--- src/rtl/core/btk_pkg.sv ---
// Shared codes and widths for the bounded top-K heap selector.
package btk_pkg;
  localparam logic [1:0] ACT_PUSH  = 2'd0;
  localparam logic [1:0] ACT_READ  = 2'd1;
  localparam logic [1:0] ACT_CLEAR = 2'd2;
  localparam logic [1:0] ACT_NOP   = 2'd3;

  localparam logic [0:0] REG_CAPACITY   = 1'd0;
  localparam logic [0:0] REG_ORDER_MODE = 1'd1;

  localparam int CAP_WIDTH   = 9;
  localparam int INDEX_WIDTH = 8;
endpackage

--- src/rtl/core/btk_front.sv ---
// Front end: accepts input beats and queues them for the heap engine.
module btk_front #(
  parameter int DATA_WIDTH = 32
) (
  input  logic                                  clk,
  input  logic                                  rst,
  input  logic                                  push,
  output logic                                  full,
  input  logic [1:0]                            action,
  input  logic signed [DATA_WIDTH-1:0]          value,
  input  logic [btk_pkg::INDEX_WIDTH-1:0]       index,
  output logic                                  cmd_valid,
  input  logic                                  cmd_take,
  output logic [1:0]                            cmd_action,
  output logic [DATA_WIDTH-1:0]                 cmd_value,
  output logic [btk_pkg::INDEX_WIDTH-1:0]       cmd_index
);
  import btk_pkg::*;

  // two-entry queue
  logic [1:0]                  act_q [2];
  logic [DATA_WIDTH-1:0]       val_q [2];
  logic [INDEX_WIDTH-1:0]      idx_q [2];
  logic                        wr_ptr;
  logic                        rd_ptr;
  logic [1:0]                  count;
  logic                        do_wr;
  logic                        do_rd;

  assign full  = (count == 2'd2);
  assign do_wr = push && !full;
  assign do_rd = cmd_take && (count != 2'd0);
  assign cmd_valid  = (count != 2'd0);
  assign cmd_action = act_q[rd_ptr];
  assign cmd_value  = val_q[rd_ptr];
  assign cmd_index  = idx_q[rd_ptr];

  always_ff @(posedge clk) begin
    if (do_wr) begin
      act_q[wr_ptr] <= action;
      val_q[wr_ptr] <= value;
      idx_q[wr_ptr] <= index;
    end
  end

  always_ff @(posedge clk) begin
    if (rst) begin
      wr_ptr <= 1'b0;
      rd_ptr <= 1'b0;
      count  <= 2'd0;
    end else begin
      if (do_wr) wr_ptr <= ~wr_ptr;
      if (do_rd) rd_ptr <= ~rd_ptr;
      count <= count + {1'b0, do_wr} - {1'b0, do_rd};
    end
  end
endmodule

--- config.mk ---
export PLATFORM = sky130hd
export DESIGN_NAME = btk_front
export DESIGN_NICKNAME = d
export VERILOG_FILES = /design/src/rtl/core/btk_pkg.sv /design/src/rtl/core/btk_front.sv
export SDC_FILE = /design/constraint.sdc
export NUM_CORES = 1
export LEC_CHECK = 0
export BUFFER_PORTS_ARGS = -buffer_cell sky130_fd_sc_hd__buf_2
export CORE_ASPECT_RATIO = 0.5
export CORE_MARGIN = 2
export CORE_UTILIZATION = 46
export DETAILED_ROUTE_END_ITERATION = 7
export PLACE_DENSITY = 0.74
export SYNTH_ARGS = -nofsm -noshare
export SYNTH_HDL_FRONTEND = slang
export SYNTH_SLANG_ARGS = --single-unit
--- constraint.sdc ---
create_clock -name clk -period 2.1 [get_ports clk]
set_input_delay 0.21 -clock clk [delete_from_list [all_inputs] [get_ports clk]]
set_output_delay 0.21 -clock clk [all_outputs]
set_load 0.02 [all_outputs]
Word-level counts from Yosys, hierarchy flattened:

Memories as Yosys holds them, arrays and structs flattened. A register that Yosys moved wholly into a read port is not among the register bits.
Cells that the tools add are included.

* bits in registers: 4
* bits in writable memories: 84
* input bits: 46
* memories: 3

Memories
* val_q: depth 2, width 32, rd ports 1, clocked after Yosys merged registers in 1, wr ports 1, line btk_front.sv:22 `logic [DATA_WIDTH-1:0] val_q [2];`
* idx_q: depth 2, width 8, rd ports 1, clocked after Yosys merged registers in 1, wr ports 1, line btk_front.sv:23 `logic [INDEX_WIDTH-1:0] idx_q [2];`
* act_q: depth 2, width 2, rd ports 1, clocked after Yosys merged registers in 1, wr ports 1, line btk_front.sv:21 `logic [1:0] act_q [2];`

* add/subtract/negate cells: 2
* eq/ne operators: 1
* multiplexer cells: 8
* bitwise operators: 2
* reduce and logical (&&, ||, !) cells: 4

Operators with widths (count)
* 1-bit 2-to-1 mux: 8
* 2-bit by 1-bit adder with 2-bit output: 1
* 2-bit equality test (second input constant): 1
* 1-bit logical AND: 2
* 1-bit NOT: 2
* 2-bit nonzero test: 1
* 2-bit by 1-bit subtractor with 2-bit output: 1
* 1-bit logical NOT: 1

Logic depth before layout (Yosys ltp):

* depth in word-level cells: 5
* gate-level depth with buffers: 8

Least setup slack after synthesis:

OpenSTA, ideal clock, no wires.

* path kind: register to register
* start: register count[0]
* end: memory act_q[0][0], enable pin
* setup time: 396 ps
* arrival: 1706 ps
* data required time: 1704 ps
* path slack: -3 ps
* stages on the path, launching flop included: 5
* buffers on the path: 0
* clock period less this slack: 2103 ps
* cell sequence: dfxtp_1 nand2b_2 inv_2 or3_1 inv_1

* longest elaborated chain between the ends: 5

Ends and longest elaborated chain
* from (decl): line btk_front.sv:26 `logic [1:0] count;`
* from (signal assigned): line btk_front.sv:54 `count <= count + {1'b0, do_wr} - {1'b0, do_rd};`
* 2-bit equality test: line btk_front.sv:30 `assign full = (count == 2'd2);`
* via full: line btk_front.sv:8 `output logic full,`
* 1-bit logical NOT: line btk_front.sv:31 `assign do_wr = push && !full;`
* 1-bit logical AND: line btk_front.sv:31
* 1-bit 2-to-1 mux: line btk_front.sv:39 `if (do_wr) begin`
* 1-bit 2-to-1 mux (not written as such): line btk_front.sv:40 `act_q[wr_ptr] <= action;`
* to (decl): line btk_front.sv:21

The timed path passes the listed nets, and every way through them passes these cells.

==> flow_summary.yaml <==
finish:
  final_cell_count_no_fill: 354
  layout_commonest_cell: "buf_2"
  drive_gt1_share_pct: 58.4
  n_antenna_cell: 0
  final_core_util_pct: 61.3
  syn_to_final_growth_pct: 27.1
  final_cell_mix: "buf_2 (89), edfxtp_1 (84), mux2_2 (42)"
  fin_nets: 305
  fill_cells: 498
timing:
  rsz0062_at_grt: "no"
  setup-violations-final: 0
  relSlewSlack_pct: 71.2
  fin_setup_tns_ns: 0
  slew_viol_final: 0
  worst_slack_ns: 0.406
  clock_skew_ns: 0.00587
  fin_crit_ns: 1.69
  finalCritPeriodShare_pct: 80.7
  worst_pin_slew_ns: 0.433
  timing_hold_violations_final: 0
  fmax_mhz: 590
route:
  avgRoutedWirePerCell_um: 15.1
  final_antenna_net_count: 0
  totalWireLength_um: 5330
  drt-vias-per-instance: 4.79
  drt_pre_antenna_iters: 4
  post-route-drc-count: 0
  drt_iter0_markers: 91
  via_count: 1697
cts:
  clkTransAtPathRegs_ns: 0.06
  clockRootBuffer: "clkbuf_16"
  cts_hold_buf: 0
  cts.repair.resized: 0
  clock_latency_ns: 0.32
  cts_made_buffers: 9
  cts.sinks: 89
  clockBufferDepth: 2
  cts_tree: "done"
  htreeDepth: 3
  post-cts-setup-buffer-count: 0
floorplanning:
  fp-row-count: 21
  io_pins: 90
  start_util_pct: 48.2
  die_w_um: 123
  die_area_mm2: 0.00780
  core_mm2: 0.00675
  die_h_um: 63.5
setup_path:
  crit_path_end: "cmd_index[1]"
  reg2reg_depth: 5
  startpoint_type: "register"
  crit_required_ns: 1.89
  critPathKind: "register to primary output"
  r2r_start: "count[0]$_SDFF_PP0_"
  rrSetupSlack_ns: 0.51
  r2r_end: "val_q[0][15]$_DFFE_PP_"
  cp.arrival_ns: 1.48
  worstPathMaxFanout: 22
  worst_setup_path_end_kind: "primary output"
global_route:
  grt_antenna_before_repair: 0
  grt_max_degree: 43
  grt_overflow: 0
  first_global_vias: 1760
  grt_pass1_wl_um: 8210
  grtUsageTotal_pct: 14.4
synthesis:
  synth_compound_area_share_pct: 0.538
  synth_xor_area_share_pct: 0.807
  ys_seq_area_share_pct: 80.6
  synthAdderAreaFrac_pct: 0.769
  yosys.cell_types.count: 19
  synth_fp_nets: 205
  synth_area_leaders: "edfxtp_1 (78%), mux2_2 (15%), dfxtp_1 (3.1%), buf_2 (0.77%), ha_1 (0.77%)"
  yosysTopAreaCell: "edfxtp_1"
  yosysWarningCount: 0
  synth_top_family_by_area: "multiplexers"
  synth_mux_area_share_pct: 14.5
  syn_avg_cell_area_um2: 20.7
  synth-simple-area-share_pct: 1.54
  synth_area_mm2: 0.00325
  ys_ff_latch: 89
  synth_top_area_share_pct: 77.5
  syn-instance-count: 157
place:
  numPortBuffers: 89
  dpl.hpwl_um: 3710
  placed_cells: 338
  gp_congestion: 0.682
  post-place-ws_ns: 0.514
min_path:
  hp-class: "input pin to register"
  min_from: "value[11]"
power:
  p_per_area_mw_per_mm2: 1230
  ir_drop_mv: 0.758
  total_power_mw: 5.08
  leakage_nw: 1.58
run_status:
  outcome: "finished, final reports clean"
flow_run:
  drv_cap: 0
==> area by class of cell <==
class                           instances  area [µm²]  share of cell area, %
Sequential cell                        89        2620                   63.4
Tap cell                               92         115                   2.78
Inverter                                4        18.8                  0.454
Timing Repair Buffer                   94         508                   12.3
Clock buffer                           11         233                   5.63
Clock inverter                          5        46.3                   1.12
Multi-Input combinational cell         59         592                   14.3
==> synthesized netlist by cell type <==
library cell / instances
a21oi_1: 1
nand2_1: 1
ha_1: 2
buf_2: 5
dfxtp_1: 5
or3_1: 1
xnor2_1: 2
nor2_1: 3
edfxtp_1: 84
nor2b_1: 1
xor2_1: 1
and3_2: 1
or2_2: 1
inv_2: 1
inv_1: 3
mux2_2: 42
nand2b_2: 1
o21ai_0: 1
o21a_1: 1
==> worst max-delay path, cell delays in order (launching register included) <==
cell	delay (ns)
dfxtp_2	0.33
buf_4	0.29
mux2_2	0.38
buf_2	0.16
==> cells by family (layout without fill, tap and decap cells) <==
kind of cell               Yosys count  after routing
buffers and inverters                9            114
and+or+nand+nor                      9              9
AOI/OAI and AO/OA                    3              3
adders and majority gates            2              2
muxes                               42             42
xor gates and xnor gates             3              3
DFF                                 89             89
==> stage by stage <==
step	cell area, µm²	hold slack, ns
floorplan	3260	0.279
global placement	3860	0.399
detailed placement	3860	0.403
CTS	4140	0.0658
global route	4140	0.0654
finish	4140	0.0745
==> sequential cells by signal, indices dropped and copies added (netlist names), named ones only <==
name	flops
idx_q	16
act_q	4
wr_ptr	1
val_q	64
count	2
rd_ptr	1
==> layer usage <==
metal	vias to the layer above	track usage [%]	part of all wire [%]	wire, µm
met1	851	15.3	39	2100
met4	0	5.17	1.1	58
met5	-	0	0	0
met2	31	26.7	55	2950
li1	810	-	-	-
met3	5	4.80	4.3	229
==> report_power, final <==
group          switching, mW  internal, mW  total, mW  leakage [nW]
clock                  0.562         0.907       1.47         0.136
combinational          0.784         0.559       1.34         0.614
sequential            0.0609          2.21       2.27         0.827
total                   1.41          3.67       5.08          1.58
==> worst min path at each step <==
| stage | to | slack (ns) | depth (start not counted) |
|---|---|---|---|
| 2_1_floorplan | wr_ptr$_SDFFE_PP0N_ | 0.28 | 1 |
| 3_3_place_gp | val_q[0][19]$_DFFE_PP_ | 0.40 | 1 |
| 3_5_place_dp | val_q[0][24]$_DFFE_PP_ | 0.40 | 1 |
| 4_1_cts | val_q[0][21]$_DFFE_PP_ | 0.07 | 1 |
| 5_1_grt | val_q[0][0]$_DFFE_PP_ | 0.07 | 1 |
| 6_report | val_q[0][11]$_DFFE_PP_ | 0.07 | 1 |
Power figures use the tool's default switching activity.
